[src/hw/rtl/nearest_typed_point_search_top_assert.svh]
// ----------------------------------------------------------------------------
// nearest typed point search assertion macros
// shared concurrent assertion forms used by the top level
// ----------------------------------------------------------------------------
`ifndef NEAREST_TYPED_POINT_SEARCH_TOP_ASSERT_SVH
`define NEAREST_TYPED_POINT_SEARCH_TOP_ASSERT_SVH

// same-cycle implication
`define NTPS_ASSERT_SAME(label, clk, rst, ante, cons) \
   label: assert property (@(posedge clk) disable iff (rst) (ante) |-> (cons)) \
      else $error("ntps assertion failed");

// next-cycle implication
`define NTPS_ASSERT_NEXT(label, clk, rst, ante, cons) \
   label: assert property (@(posedge clk) disable iff (rst) (ante) |=> (cons)) \
      else $error("ntps assertion failed");

`endif

[src/hw/rtl/ntps_pkg.sv]
// ----------------------------------------------------------------------------
// ntps_pkg
// shared constants, codes and types of the nearest typed point search
// ----------------------------------------------------------------------------
`timescale 1ns / 1ps

package ntps_pkg;

   localparam int MAX_POINTS = 64;
   localparam int CNT_W      = $clog2(MAX_POINTS + 1);
   localparam int ADDR_W     = $clog2(MAX_POINTS);
   localparam int INDEX_W    = 7;
   localparam int TYPE_W     = 4;
   localparam int COORD_W    = 8;
   localparam int CSR_IDX_W  = 1;
   localparam int CSR_DATA_W = 4;

   localparam logic [COORD_W-1:0] BEST_INIT = 8'd255;

   typedef enum logic [1:0] {
      REQ_ADD   = 2'd0,
      REQ_QUERY = 2'd1,
      REQ_LOCK  = 2'd2,
      REQ_NONE  = 2'd3
   } req_code_type;

   typedef enum logic [1:0] {
      ADD_OK     = 2'd0,
      ADD_LOCKED = 2'd1,
      ADD_FULL   = 2'd2,
      ADD_UNUSED = 2'd3
   } add_status_type;

   typedef enum logic [CSR_IDX_W-1:0] {
      CSR_MAT_FIRST = 1'b0,
      CSR_MAT_LAST  = 1'b1
   } csr_index_type;

   typedef struct packed {
      logic [TYPE_W-1:0]  ptype;
      logic [COORD_W-1:0] x;
      logic [COORD_W-1:0] y;
   } mat_entry_type;

   typedef struct packed {
      logic load;
      logic issue;
      logic commit;
   } ctrl_cmd_type;

   typedef struct packed {
      logic scan_needed;
      logic last_addr;
      logic out_free;
   } dp_status_type;

endpackage

[src/hw/rtl/ntps_if.sv]
// ----------------------------------------------------------------------------
// ntps channel interfaces
// valid/ready channels for requests and responses
// ----------------------------------------------------------------------------
`timescale 1ns / 1ps

interface ntps_req_if;
   logic                            valid;
   logic                            ready;
   logic [1:0]                      req_type;
   logic [ntps_pkg::TYPE_W-1:0]     point_type;
   logic [ntps_pkg::COORD_W-1:0]    pos_x;
   logic [ntps_pkg::COORD_W-1:0]    pos_y;

   modport source (output valid, req_type, point_type, pos_x, pos_y, input ready);
   modport sink   (input valid, req_type, point_type, pos_x, pos_y, output ready);
endinterface

interface ntps_rsp_if;
   logic                            valid;
   logic                            ready;
   logic [ntps_pkg::INDEX_W-1:0]    point_index;
   logic [1:0]                      add_status;
   logic [ntps_pkg::COORD_W-1:0]    best_x;
   logic [ntps_pkg::COORD_W-1:0]    best_y;
   logic                            found;

   modport source (output valid, point_index, add_status, best_x, best_y, found,
                   input ready);
   modport sink   (input valid, point_index, add_status, best_x, best_y, found,
                   output ready);
endinterface

[src/hw/rtl/ntps_ctrl.sv]
// ----------------------------------------------------------------------------
// ntps_ctrl
// sequencing of request load, table scan and response commit
// ----------------------------------------------------------------------------
`timescale 1ns / 1ps

module ntps_ctrl (
   input  logic                    clock,
   input  logic                    reset,
   input  logic                    req_valid,
   output logic                    req_ready,
   input  ntps_pkg::dp_status_type status,
   output ntps_pkg::ctrl_cmd_type  cmd
);

   typedef enum logic [3:0] {
      ST_IDLE   = 4'b0001,
      ST_SCAN   = 4'b0010,
      ST_DRAIN  = 4'b0100,
      ST_FINISH = 4'b1000
   } state_type;

   state_type state_ff;
   state_type state_in;

   always_comb begin
      state_in   = state_ff;
      cmd        = '0;
      req_ready  = 1'b0;
      case (state_ff)
         ST_IDLE: begin
            req_ready = 1'b1;
            if (req_valid) begin
               cmd.load = 1'b1;
               state_in = status.scan_needed ? ST_SCAN : ST_FINISH;
            end
         end
         ST_SCAN: begin
            cmd.issue = 1'b1;
            if (status.last_addr) begin
               state_in = ST_DRAIN;
            end
         end
         ST_DRAIN: begin
            state_in = ST_FINISH;
         end
         ST_FINISH: begin
            if (status.out_free) begin
               cmd.commit = 1'b1;
               state_in   = ST_IDLE;
            end
         end
         default: begin
            state_in = ST_IDLE;
         end
      endcase
   end

   always_ff @(posedge clock) begin
      if (reset) begin
         state_ff <= ST_IDLE;
      end else begin
         state_ff <= state_in;
      end
   end

endmodule

[src/hw/rtl/ntps_datapath.sv]
// ----------------------------------------------------------------------------
// ntps_datapath
// point table, material store, distance compare and response register
// ----------------------------------------------------------------------------
`timescale 1ns / 1ps

module ntps_datapath (
   input  logic                                clock,
   input  logic                                reset,
   input  ntps_pkg::ctrl_cmd_type              cmd,
   output ntps_pkg::dp_status_type             status,
   input  logic                                csr_write_en,
   input  logic [ntps_pkg::CSR_IDX_W-1:0]      csr_index,
   input  logic [ntps_pkg::CSR_DATA_W-1:0]     csr_write_data,
   input  logic [1:0]                          in_req_type,
   input  logic [ntps_pkg::TYPE_W-1:0]         in_point_type,
   input  logic [ntps_pkg::COORD_W-1:0]        in_pos_x,
   input  logic [ntps_pkg::COORD_W-1:0]        in_pos_y,
   output logic                                out_valid,
   input  logic                                out_ready,
   output logic [ntps_pkg::INDEX_W-1:0]        out_point_index,
   output logic [1:0]                          out_add_status,
   output logic [ntps_pkg::COORD_W-1:0]        out_best_x,
   output logic [ntps_pkg::COORD_W-1:0]        out_best_y,
   output logic                                out_found
);

   ntps_pkg::mat_entry_type mem [ntps_pkg::MAX_POINTS];

   logic [ntps_pkg::TYPE_W-1:0]   mat_first_ff;
   logic [ntps_pkg::TYPE_W-1:0]   mat_last_ff;
   logic [ntps_pkg::CNT_W-1:0]    point_count_ff;
   logic [ntps_pkg::CNT_W-1:0]    point_count_in;
   logic [ntps_pkg::CNT_W-1:0]    mat_count_ff;
   logic [ntps_pkg::CNT_W-1:0]    mat_count_in;
   logic                          locked_ff;
   logic                          locked_in;

   logic [1:0]                    req_type_ff;
   logic [ntps_pkg::TYPE_W-1:0]   ptype_ff;
   logic [ntps_pkg::COORD_W-1:0]  qx_ff;
   logic [ntps_pkg::COORD_W-1:0]  qy_ff;

   logic [ntps_pkg::ADDR_W-1:0]   rd_addr_ff;
   logic                          cmp_vld_ff;
   ntps_pkg::mat_entry_type       rd_data_ff;

   logic [ntps_pkg::COORD_W-1:0]  best_d_ff;
   logic [ntps_pkg::COORD_W-1:0]  best_x_ff;
   logic [ntps_pkg::COORD_W-1:0]  best_y_ff;
   logic                          found_ff;

   logic                          rsp_valid_ff;
   logic                          rsp_valid_in;
   logic [ntps_pkg::INDEX_W-1:0]  rsp_index_ff;
   logic [1:0]                    rsp_status_ff;
   logic [ntps_pkg::COORD_W-1:0]  rsp_x_ff;
   logic [ntps_pkg::COORD_W-1:0]  rsp_y_ff;
   logic                          rsp_found_ff;

   logic                          is_add;
   logic                          is_query;
   logic                          is_lock;
   logic                          full;
   logic                          is_material;
   logic                          do_add;
   logic                          do_store;
   logic [ntps_pkg::COORD_W-1:0]  dx;
   logic [ntps_pkg::COORD_W-1:0]  dy;
   logic [ntps_pkg::COORD_W-1:0]  gap_sum;
   logic                          win;
   logic [1:0]                    add_status;

   assign is_add   = (req_type_ff == ntps_pkg::REQ_ADD);
   assign is_query = (req_type_ff == ntps_pkg::REQ_QUERY);
   assign is_lock  = (req_type_ff == ntps_pkg::REQ_LOCK);
   assign full     = (point_count_ff >= ntps_pkg::CNT_W'(ntps_pkg::MAX_POINTS));
   assign is_material = (ptype_ff >= mat_first_ff) && (ptype_ff <= mat_last_ff)
                        && (mat_count_ff < ntps_pkg::CNT_W'(ntps_pkg::MAX_POINTS));
   assign do_add   = cmd.commit && is_add && !locked_ff && !full;
   assign do_store = do_add && is_material;

   always_comb begin
      if (!is_add) begin
         add_status = ntps_pkg::ADD_OK;
      end else if (locked_ff) begin
         add_status = ntps_pkg::ADD_LOCKED;
      end else if (full) begin
         add_status = ntps_pkg::ADD_FULL;
      end else begin
         add_status = ntps_pkg::ADD_OK;
      end
   end

   // distance of the entry read last cycle, wrapped to 8 bits
   assign dx   = (rd_data_ff.x > qx_ff) ? rd_data_ff.x - qx_ff : qx_ff - rd_data_ff.x;
   assign dy   = (rd_data_ff.y > qy_ff) ? rd_data_ff.y - qy_ff : qy_ff - rd_data_ff.y;
   assign gap_sum = dx + dy;
   assign win  = cmp_vld_ff && (rd_data_ff.ptype == ptype_ff) && (gap_sum < best_d_ff);

   assign status.scan_needed = (in_req_type == ntps_pkg::REQ_QUERY)
                               && (mat_count_ff != '0);
   assign status.last_addr   = ((ntps_pkg::CNT_W'(rd_addr_ff) + ntps_pkg::CNT_W'(1))
                                == mat_count_ff);
   assign status.out_free    = !rsp_valid_ff || out_ready;

   assign point_count_in = do_add ? point_count_ff + ntps_pkg::CNT_W'(1) : point_count_ff;
   assign mat_count_in   = do_store ? mat_count_ff + ntps_pkg::CNT_W'(1) : mat_count_ff;
   assign locked_in      = locked_ff || (cmd.commit && is_lock);

   always_comb begin
      rsp_valid_in = rsp_valid_ff;
      if (cmd.commit) begin
         rsp_valid_in = 1'b1;
      end else if (out_ready) begin
         rsp_valid_in = 1'b0;
      end
   end

   // control state
   always_ff @(posedge clock) begin
      if (reset) begin
         mat_first_ff   <= '0;
         mat_last_ff    <= '1;
         point_count_ff <= '0;
         mat_count_ff   <= '0;
         locked_ff      <= 1'b0;
         cmp_vld_ff     <= 1'b0;
         rsp_valid_ff   <= 1'b0;
      end else begin
         if (csr_write_en) begin
            case (csr_index)
               ntps_pkg::CSR_MAT_FIRST: mat_first_ff <= csr_write_data;
               ntps_pkg::CSR_MAT_LAST:  mat_last_ff  <= csr_write_data;
               default: begin
               end
            endcase
         end
         point_count_ff <= point_count_in;
         mat_count_ff   <= mat_count_in;
         locked_ff      <= locked_in;
         cmp_vld_ff     <= cmd.issue;
         rsp_valid_ff   <= rsp_valid_in;
      end
   end

   // request capture, scan address and running minimum
   always_ff @(posedge clock) begin
      if (cmd.load) begin
         req_type_ff <= in_req_type;
         ptype_ff    <= in_point_type;
         qx_ff       <= in_pos_x;
         qy_ff       <= in_pos_y;
         rd_addr_ff  <= '0;
         best_d_ff   <= ntps_pkg::BEST_INIT;
         best_x_ff   <= in_pos_x;
         best_y_ff   <= in_pos_y;
         found_ff    <= 1'b0;
      end else begin
         if (cmd.issue) begin
            rd_addr_ff <= rd_addr_ff + ntps_pkg::ADDR_W'(1);
         end
         if (win) begin
            best_d_ff <= gap_sum;
            best_x_ff <= rd_data_ff.x;
            best_y_ff <= rd_data_ff.y;
            found_ff  <= 1'b1;
         end
      end
   end

   // material store
   always_ff @(posedge clock) begin
      if (do_store) begin
         mem[mat_count_ff[ntps_pkg::ADDR_W-1:0]] <= '{ptype: ptype_ff, x: qx_ff, y: qy_ff};
      end
      if (cmd.issue) begin
         rd_data_ff <= mem[rd_addr_ff];
      end
   end

   // response register
   always_ff @(posedge clock) begin
      if (cmd.commit) begin
         rsp_index_ff  <= ntps_pkg::INDEX_W'(point_count_ff);
         rsp_status_ff <= add_status;
         rsp_x_ff      <= is_query ? best_x_ff : '0;
         rsp_y_ff      <= is_query ? best_y_ff : '0;
         rsp_found_ff  <= is_query && found_ff;
      end
   end

   assign out_valid       = rsp_valid_ff;
   assign out_point_index = rsp_index_ff;
   assign out_add_status  = rsp_status_ff;
   assign out_best_x      = rsp_x_ff;
   assign out_best_y      = rsp_y_ff;
   assign out_found       = rsp_found_ff;

endmodule

[src/hw/rtl/nearest_typed_point_search_top.sv]
// ----------------------------------------------------------------------------
// nearest_typed_point_search_top
// typed point table with nearest same-type manhattan search
// ----------------------------------------------------------------------------
// One request is in flight at a time. An add, a lock, an unused code or a
// query with an empty material store goes from acceptance straight to the
// commit state; any other query first scans the material store, one entry
// per cycle since the store has a single read port, then passes a compare
// (drain) state before the commit. The response register is loaded at the
// commit, and the controller is back in idle in the cycle after it, so a new
// request is taken only once the previous one has committed. The response
// sits in an output register, so the next request is accepted even while the
// previous response has not been taken; that request then waits at its commit
// until the register is free.
`timescale 1ns / 1ps

module nearest_typed_point_search_top (
   input  logic                              clock,
   input  logic                              reset,
   ntps_req_if.sink                          req_if,
   ntps_rsp_if.source                        rsp_if,
   input  logic                              csr_write_en,
   input  logic [ntps_pkg::CSR_IDX_W-1:0]    csr_index,
   input  logic [ntps_pkg::CSR_DATA_W-1:0]   csr_write_data
);

   `include "nearest_typed_point_search_top_assert.svh"

   ntps_pkg::ctrl_cmd_type  cmd;
   ntps_pkg::dp_status_type status;

   ntps_ctrl u_ctrl (
      .clock     (clock),
      .reset     (reset),
      .req_valid (req_if.valid),
      .req_ready (req_if.ready),
      .status    (status),
      .cmd       (cmd)
   );

   ntps_datapath u_datapath (
      .clock           (clock),
      .reset           (reset),
      .cmd             (cmd),
      .status          (status),
      .csr_write_en    (csr_write_en),
      .csr_index       (csr_index),
      .csr_write_data  (csr_write_data),
      .in_req_type     (req_if.req_type),
      .in_point_type   (req_if.point_type),
      .in_pos_x        (req_if.pos_x),
      .in_pos_y        (req_if.pos_y),
      .out_valid       (rsp_if.valid),
      .out_ready       (rsp_if.ready),
      .out_point_index (rsp_if.point_index),
      .out_add_status  (rsp_if.add_status),
      .out_best_x      (rsp_if.best_x),
      .out_best_y      (rsp_if.best_y),
      .out_found       (rsp_if.found)
   );

   `NTPS_ASSERT_SAME(a_no_accept_in_scan, clock, reset, cmd.issue, !req_if.ready)
   `NTPS_ASSERT_SAME(a_commit_needs_room, clock, reset, cmd.commit, status.out_free)
   `NTPS_ASSERT_NEXT(a_commit_shows_rsp, clock, reset, cmd.commit, rsp_if.valid)

endmodule
[src/flat_wrapper.sv]
// flat-port wrapper written by rule: the top's interface ports become plain ports
module nearest_typed_point_search_top_flat 
  (clock, reset, csr_write_en, csr_index, csr_write_data, req_if_valid, req_if_req_type, req_if_point_type, req_if_pos_x, req_if_pos_y, req_if_ready, rsp_if_valid, rsp_if_point_index, rsp_if_add_status, rsp_if_best_x, rsp_if_best_y, rsp_if_found, rsp_if_ready);
  ntps_req_if req_if_i ();
  ntps_rsp_if rsp_if_i ();
  input  logic clock;
  input  logic reset;
  input  logic csr_write_en;
  input  logic [ntps_pkg::CSR_IDX_W-1:0] csr_index;
  input  logic [ntps_pkg::CSR_DATA_W-1:0] csr_write_data;
  input wire logic [$bits(req_if_i.valid)-1:0] req_if_valid;
  input wire logic [$bits(req_if_i.req_type)-1:0] req_if_req_type;
  input wire logic [$bits(req_if_i.point_type)-1:0] req_if_point_type;
  input wire logic [$bits(req_if_i.pos_x)-1:0] req_if_pos_x;
  input wire logic [$bits(req_if_i.pos_y)-1:0] req_if_pos_y;
  output wire logic [$bits(req_if_i.ready)-1:0] req_if_ready;
  output wire logic [$bits(rsp_if_i.valid)-1:0] rsp_if_valid;
  output wire logic [$bits(rsp_if_i.point_index)-1:0] rsp_if_point_index;
  output wire logic [$bits(rsp_if_i.add_status)-1:0] rsp_if_add_status;
  output wire logic [$bits(rsp_if_i.best_x)-1:0] rsp_if_best_x;
  output wire logic [$bits(rsp_if_i.best_y)-1:0] rsp_if_best_y;
  output wire logic [$bits(rsp_if_i.found)-1:0] rsp_if_found;
  input wire logic [$bits(rsp_if_i.ready)-1:0] rsp_if_ready;
  assign req_if_i.valid = req_if_valid;
  assign req_if_i.req_type = req_if_req_type;
  assign req_if_i.point_type = req_if_point_type;
  assign req_if_i.pos_x = req_if_pos_x;
  assign req_if_i.pos_y = req_if_pos_y;
  assign req_if_ready = req_if_i.ready;
  assign rsp_if_valid = rsp_if_i.valid;
  assign rsp_if_point_index = rsp_if_i.point_index;
  assign rsp_if_add_status = rsp_if_i.add_status;
  assign rsp_if_best_x = rsp_if_i.best_x;
  assign rsp_if_best_y = rsp_if_i.best_y;
  assign rsp_if_found = rsp_if_i.found;
  assign rsp_if_i.ready = rsp_if_ready;
  nearest_typed_point_search_top u_core (.clock(clock), .reset(reset), .req_if(req_if_i), .rsp_if(rsp_if_i), .csr_write_en(csr_write_en), .csr_index(csr_index), .csr_write_data(csr_write_data));
endmodule
[config.mk]
export PLATFORM = sky130hd
export DESIGN_NAME = nearest_typed_point_search_top_flat
export DESIGN_NICKNAME = d
export VERILOG_FILES = /design/src/hw/rtl/ntps_pkg.sv /design/src/hw/rtl/ntps_if.sv /design/src/hw/rtl/ntps_ctrl.sv /design/src/hw/rtl/ntps_datapath.sv /design/src/hw/rtl/nearest_typed_point_search_top.sv /design/src/flat_wrapper.sv
export VERILOG_INCLUDE_DIRS = /design/src /design/src/hw/rtl
export SDC_FILE = /design/constraint.sdc
export NUM_CORES = 1
export LEC_CHECK = 0
export BUFFER_PORTS_ARGS = -buffer_cell sky130_fd_sc_hd__buf_2
export CORE_MARGIN = 2
export CORE_UTILIZATION = 63
export DETAILED_ROUTE_END_ITERATION = 6
export PLACE_DENSITY_LB_ADDON = 0.12
export REMOVE_ABC_BUFFERS = 1
export SLEW_MARGIN = 10
export SYNTH_ARGS = -nofsm -noshare
export SYNTH_HDL_FRONTEND = slang
export SYNTH_HIERARCHICAL = 1
export SYNTH_SLANG_ARGS = --single-unit
[constraint.sdc]
create_clock -name clock -period 8.4 [get_ports clock]
set_input_delay 0.42 -clock clock [delete_from_list [all_inputs] [get_ports clock]]
set_output_delay 0.42 -clock clock [all_outputs]
set_load 0.005 [all_outputs]
== Word-level counts from Yosys, hierarchy flattened ==
Memories as Yosys holds them, arrays and structs flattened. A register that Yosys moved wholly into a read port is not among the register bits.
Cells that the tools add are included.

* Register bits after elaboration: 108
* RAM bits: 1,280
* Input port bits: 32
* Output and inout bits: 28
* Logic and storage cells: 101
* Memories: 1

* Add/sub/neg operators: 9
* Magnitude comparators: 7
* Equal/unequal tests: 12
* Mux-type cells: 23
* Bitwise operators: 2
* Reductions and logical operators: 24

{| class="wikitable"
|+ Memories
! memory !! words !! width !! read ports !! clocked after memory_dff !! wr ports !! RTL line !! text
|-
| u_core.u_datapath.mem || 64 || 20 || 1 || 1 || 1 || ntps_datapath.sv:28 || <nowiki>ntps_pkg::mat_entry_type mem [ntps_pkg::MAX_POINTS];</nowiki>
|}

{| class="wikitable"
|+ Operators by type and width
! kind !! count
|-
| $mux 8 || 6
|-
| $sub 8x8->8 || 4
|-
| $gt 8x8->1 || 2
|-
| $mux 4 || 4
|-
| $pmux 4 s4 || 1
|-
| $add 7x1->7 const B || 2
|-
| $logic_and 1x1->1 || 11
|-
| $mux 1 || 11
|-
| $add 8x8->8 || 1
|-
| $lt 8x8->1 || 1
|-
| $add 6x1->7 const B || 1
|-
| $eq 7x7->1 || 1
|-
| $ge 7x7->1 const B || 1
|-
| $lt 7x7->1 const B || 1
|-
| $reduce_bool 7->1 || 1
|-
| $add 6x1->6 const B || 1
|-
| $eq 2x1->1 const B || 2
|-
| $eq 4x1->1 const B || 1
|-
| $eq 4x2->1 const B || 1
|-
| $eq 4x3->1 const B || 1
|-
| $eq 4x4->1 || 1
|-
| $eq 4x4->1 const B || 1
|-
| $ge 4x4->1 || 1
|-
| $le 4x4->1 || 1
|-
| 12 further kinds || 19
|}

== Longest topological paths before layout ==
* Depth after elaboration: 10
* Gate-level depth with buffers: 24
* Depth with buffers taken out: 23

== Cells and area by module ==
The synthesis kept the hierarchy.

{| class="wikitable"
|+ By module, submodules not included
! module !! instances !! cells each !! area each (µm²) !! seq. area each (µm²)
|-
| ntps_datapath || 1 || 2,527 || 55,335.6 || 41,760.1
|-
| ntps_ctrl || 1 || 30 || 245.2 || 80.1
|}

== Worst setup path before layout ==
OpenSTA, ideal clock, no wires.

* Path kind: input-to-reg
* Start: in rsp_if_ready
* End: mem u_core/u_datapath/mem[62][0] (netlist bit) (enable)
* Setup time: 397 ps
* Arrival: 5,857 ps
* Required time: 8,003 ps
* Slack: 2,147 ps
* Stages on the path: 9
* Path buffers: 0
* Cell sequence: nand2b_1 > nand2b_1 > nor4_1 > inv_1 > nor3b_2 > nand2b_1 > nor4_1 > nand3_1 > nor2_1

{| class="wikitable"
|+ RTL lines
! item !! RTL line !! text
|-
| start: declaration || flat_wrapper.sv:23 || <nowiki>input wire logic [$bits(rsp_if_i.ready)-1:0] rsp_if_ready;</nowiki>
|-
| end: declaration || ntps_datapath.sv:28 ||
|}

== Final worst setup path ==
* Start: reg u_core/u_datapath/qx_ff[0] (netlist bit)
* End: reg u_core/u_datapath/best_y_ff[2] (netlist bit) (enable)

* Cells in the longest elaborated chain, start to end: 6
* Elaborated cells between the ends (all ways): 8
* Those cells by class: add/sub (3); order compare (2); mux (1); reduce/logical (2)

{| class="wikitable"
|+ RTL lines
! item !! RTL line !! text
|-
| start: declaration || ntps_datapath.sv:41 || <nowiki>logic [ntps_pkg::COORD_W-1:0] qx_ff;</nowiki>
|-
| start signal: assignment || ntps_datapath.sv:152 || <nowiki>qx_ff <= in_pos_x;</nowiki>
|-
| $sub 8x8->8 / $gt 8x8->1 (equally long branches) || ntps_datapath.sv:96 || <nowiki>assign dx = (rd_data_ff.x > qx_ff) ? rd_data_ff.x - qx_ff : qx_ff - rd_data_ff.x;</nowiki>
|-
| $mux 8 (*) || ntps_datapath.sv:96 ||
|-
| $add 8x8->8 (*) || ntps_datapath.sv:98 || <nowiki>assign gap_sum = dx + dy;</nowiki>
|-
| via u_core.u_datapath.gap_sum (one bit) || ntps_datapath.sv:70 || <nowiki>logic [ntps_pkg::COORD_W-1:0] gap_sum;</nowiki>
|-
| $lt 8x8->1 (*) || ntps_datapath.sv:99 || <nowiki>assign win = cmp_vld_ff && (rd_data_ff.ptype == ptype_ff) && (gap_sum < best_d_ff);</nowiki>
|-
| $logic_and 1x1->1 (*) || ntps_datapath.sv:99 ||
|-
| $reduce_bool 2->1 (no source line) (*) || - ||
|-
| end signal: assignment || ntps_datapath.sv:157 || <nowiki>best_y_ff <= in_pos_y;</nowiki>
|-
| end signal: assignment || ntps_datapath.sv:166 || <nowiki>best_y_ff <= rd_data_ff.y;</nowiki>
|-
| end: declaration || ntps_datapath.sv:50 || <nowiki>logic [ntps_pkg::COORD_W-1:0] best_y_ff;</nowiki>
|}

The timed path passes the listed nets; every way through them passes the cells marked *.
A chain may end at the register's enable or synchronous reset.

==> flow_metrics.env <==
export IMPL_hold_violations=0
export IMPL_clk_pin_slew_ps=60
export IMPL_post_dp_hpwl_um=70700
export IMPL_seqPwrFrac_pct=54.4
export IMPL_p_clk_share_pct=41.9
export IMPL_synth_cell_types=59
export IMPL_p_comb_share_pct=3.7
export IMPL_synth_edf_count=1364
export IMPL_pre_cts_ws_ps=1640
export IMPL_slew_violations=0
export IMPL_place_gp_congestion=0.866
export IMPL_post_cts_buffers=0
export IMPL_post_route_period_util_pct=81.7
export IMPL_setup_viol=0
export IMPL_synth_seq_cells=1408
export IMPL_drt_iter0_drc=3644
export IMPL_avgSynthCellArea_um2=21.7
export IMPL_ir_worst_vdd_v=0.000225
export IMPL_ff2ff_setup_slack_ps=1530
export IMPL_total_power_uw=14400
export IMPL_timing_critical_path_to="u_core/u_datapath/best_y_ff[2]"
export IMPL_cts_buffers=140
export IMPL_cp_max_fo=34
export IMPL_period_needed_ps=6870
export IMPL_ys_warn_count=6
export IMPL_synth_area_um2=55600
export IMPL_cts_max_level=4
export IMPL_end_kind="flip-flop"
export IMPL_async_reset_ff_share_pct=0
export IMPL_start_util_pct=63.8
export IMPL_cts_tree="built"
export IMPL_first_pass_iters=5
export IMPL_areaGrowthSynthToFinish_pct=12.2
export IMPL_track_usage_pct=30.3
export IMPL_fmax_mhz=146
export IMPL_viasPerCell=6.79
export IMPL_grt_max_degree=123
export IMPL_crit_arrival_ps=7230
export IMPL_fp_dieW_um=301
export IMPL_post_route_drc_count=0
export IMPL_core_region_area_um2=87200
export IMPL_p_sw_uw=2910
export IMPL_cp_start_kind="flip-flop"
export IMPL_layout_drive_gt1_share_pct=27.6
export IMPL_rsz0062_at_grt="no"
export IMPL_cts_resized=0
export IMPL_r2r_end="u_core/u_datapath/best_y_ff[2]"
export IMPL_wirelength_um=133000
export IMPL_antenna_found_initial=4
export IMPL_worst_slack_ps=1530
export IMPL_status="completed"
export IMPL_io_buffers=59
export IMPL_die_area_um2=90600
export IMPL_insertion_delay_ps=750
export IMPL_fin_nets=2803
export IMPL_rr_worst_depth=18
export IMPL_first_global_vias=27100
export IMPL_worst_ep_required_time_ps=8760
export IMPL_synth_ff_type="edfxtp_1"
export IMPL_overflow=0
export IMPL_ant_nets=0
export IMPL_r2r_start="u_core/u_datapath/qx_ff[0]"
export IMPL_max_cap_viol_count=0
export IMPL_ios=60
export IMPL_critPathLaunch="u_core/u_datapath/qx_ff[0]"
export IMPL_p_int_uw=11500
export IMPL_cts_hold_buf=27
export IMPL_power_density_nw_per_um2=231
export IMPL_fp_dieH_um=301
export IMPL_avgRoutedWirePerCell_um=33.5
export IMPL_p_leak_uw=0.0192
export IMPL_grt_pass1_wl_um=191000
export IMPL_tightest_slew_ps=1270
export IMPL_finClkSkew_ps=29.5
export IMPL_rows=108
export IMPL_cts_buffer_depth=3
export IMPL_antenna_cells=0
export IMPL_min_path_type="in2reg"
export IMPL_syn_inst=2557
export IMPL_vias=27000
export IMPL_crit_type="reg2reg"
export IMPL_clock_sinks=1408
export IMPL_cts_root_buf="clkbuf_16"
export IMPL_yosysSeqAreaShare_pct=75.3
export IMPL_relSlewSlack_pct=15.2
export IMPL_switching_share_pct=20.3
-- sequential cells by signal, summed over array words and instances (netlist names), 6 cells and up --
register,flops
u_core/u_datapath/mem,1280
u_core/u_datapath/rd_data_ff,20
u_core/u_datapath/best_d_ff,8
u_core/u_datapath/best_x_ff,8
u_core/u_datapath/best_y_ff,8
u_core/u_datapath/out_best_x,8
u_core/u_datapath/out_best_y,8
u_core/u_datapath/qx_ff,8
u_core/u_datapath/qy_ff,8
u_core/u_datapath/mat_count_ff,7
u_core/u_datapath/out_point_index,7
u_core/u_datapath/point_count_ff,7
u_core/u_datapath/rd_addr_ff,6
-- power groups by stage --
| stage | clock network (µW) | logic (µW) | registers [µW] |
|---|---|---|---|
| 2_1_floorplan | 0 | 231 | 8060 |
| 3_3_place_gp | 0 | 486 | 7970 |
| 3_5_place_dp | 0 | 510 | 7970 |
| 4_1_cts | 6100 | 519 | 7830 |
| 5_1_grt | 6360 | 571 | 7830 |
| 6_report | 6020 | 526 | 7830 |
-- layer usage --
layer / global-route usage, % / up-vias / part of all wire, %
met5: 0 / - / 0
met4: 9.26 / 0 / 2.7
met3: 6.72 / 222 / 10
met2: 46.9 / 1507 / 48
met1: 44.4 / 14300 / 39
li1: - / 10900 / -
-- synth_stat cells (all sizes together), types with 6 or more instances --
master | number | area share (%)
mux2 | 10 | 0.20
nand2b | 15 | 0.17
ha | 57 | 1.3
clkbuf | 58 | 0.39
o21ai | 35 | 0.32
nand3 | 19 | 0.18
dfxtp | 44 | 1.6
a211oi | 15 | 0.20
edfxtp | 1364 | 74
xnor2 | 28 | 0.44
nor3b | 6 | 0.090
a21o | 6 | 0.081
and3 | 6 | 0.068
o21bai | 6 | 0.081
mux4 | 405 | 16
nor4 | 7 | 0.090
nand4 | 7 | 0.079
nor2b | 22 | 0.25
nand2 | 41 | 0.28
xor2 | 16 | 0.25
nor2 | 110 | 0.74
inv | 71 | 0.48
mux2i | 33 | 0.59
and2 | 20 | 0.23
buf | 62 | 0.54
a21oi | 42 | 0.38
a211o | 6 | 0.095
-- kinds of logic (layout without fill, tap and decap cells) --
family / after synthesis / in the layout / synth area share, %
flip-flops: 1408 / 1408 / 75.3
multiplexers: 448 / 448 / 17.2
AND/OR/NAND/NOR: 271 / 271 / 2.40
buffers and inverters: 191 / 454 / 1.42
AO/OA/AOI/OAI: 133 / 133 / 1.54
adder cells (fa/ha/maj): 62 / 62 / 1.46
XOR/XNOR: 44 / 44 / 0.693
-- cells in the final DEF, fill, tap and decap left out, drive strengths merged, types with 7 or more instances in the layout --
master and instances:
edfxtp 1364, mux4 405, clkbuf 196, nor2 110
buf 103, inv 76, ha 57, dfxtp 44
a21oi 42, clkinv 42, nand2 41, o21ai 35
mux2i 33, xnor2 28, dlygate4sd3 27, nor2b 22
and2 20, nand3 19, xor2 16, nand2b 15
a211oi 15, mux2 10, bufinv 8, nand4 7
nor4 7
-- area by class of cell --
type                            count  area, µm²
Clock buffer                      196       3930
Sequential cell                  1408      41900
Multi-Input combinational cell    958      13400
Clock inverter                     57        490
Fill cell                        4956      24800
Timing Repair Buffer              130        933
Tap cell                         1155       1450
Inverter                           71        267
-- critical path: stages (launching register included) --
cell      delay, ps
edfxtp_1       1190
buf_4           490
inv_1            80
ha_1            310
nand4_1          90
o32a_1          310
o21ai_2         240
mux2_2          410
a21oi_1         100
o21ai_0         100
xnor2_1         160
ha_1            220
o41ai_1         830
xnor2_1         200
ha_1            330
nand2_1          70
nand4b_1        100
a311o_1         570
nand2b_1        650
-- how the worst min path moves through the flow --
stage | start | end | cells after the start
5_1_grt | csr_write_en | u_core/u_datapath/mat_last_ff[1] | 3
4_1_cts | csr_write_en | u_core/u_datapath/mat_last_ff[3] | 3
6_report | csr_index | u_core/u_datapath/mat_last_ff[3] | 3
3_5_place_dp | u_core/u_datapath/mat_last_ff[1] | u_core/u_datapath/mat_last_ff[1] | 1
2_1_floorplan | u_core/u_datapath/found_ff | u_core/u_datapath/found_ff | 2
3_3_place_gp | u_core/u_datapath/best_d_ff[0] | u_core/u_datapath/best_d_ff[0] | 1
-- stage by stage --
| stage | instances | setup TNS [ps] | hold slack, ps | util [%] | cell area (µm²) |
|---|---|---|---|---|---|
| after detailed placement | 3695 | 0 | 459 | 66.1 | 57700 |
| after CTS | 3975 | 0 | 38.4 | 71.5 | 62300 |
| after global routing | 3975 | 0 | 74.7 | 71.5 | 62300 |
| final | 3975 | 0 | 80.8 | 71.5 | 62300 |
| after floorplan | 2437 | -180930 | 433 | - | 55100 |
| after global placement | 3695 | 0 | 456 | 66.1 | 57700 |
Note: power is estimated with default switching activity, not from simulation.
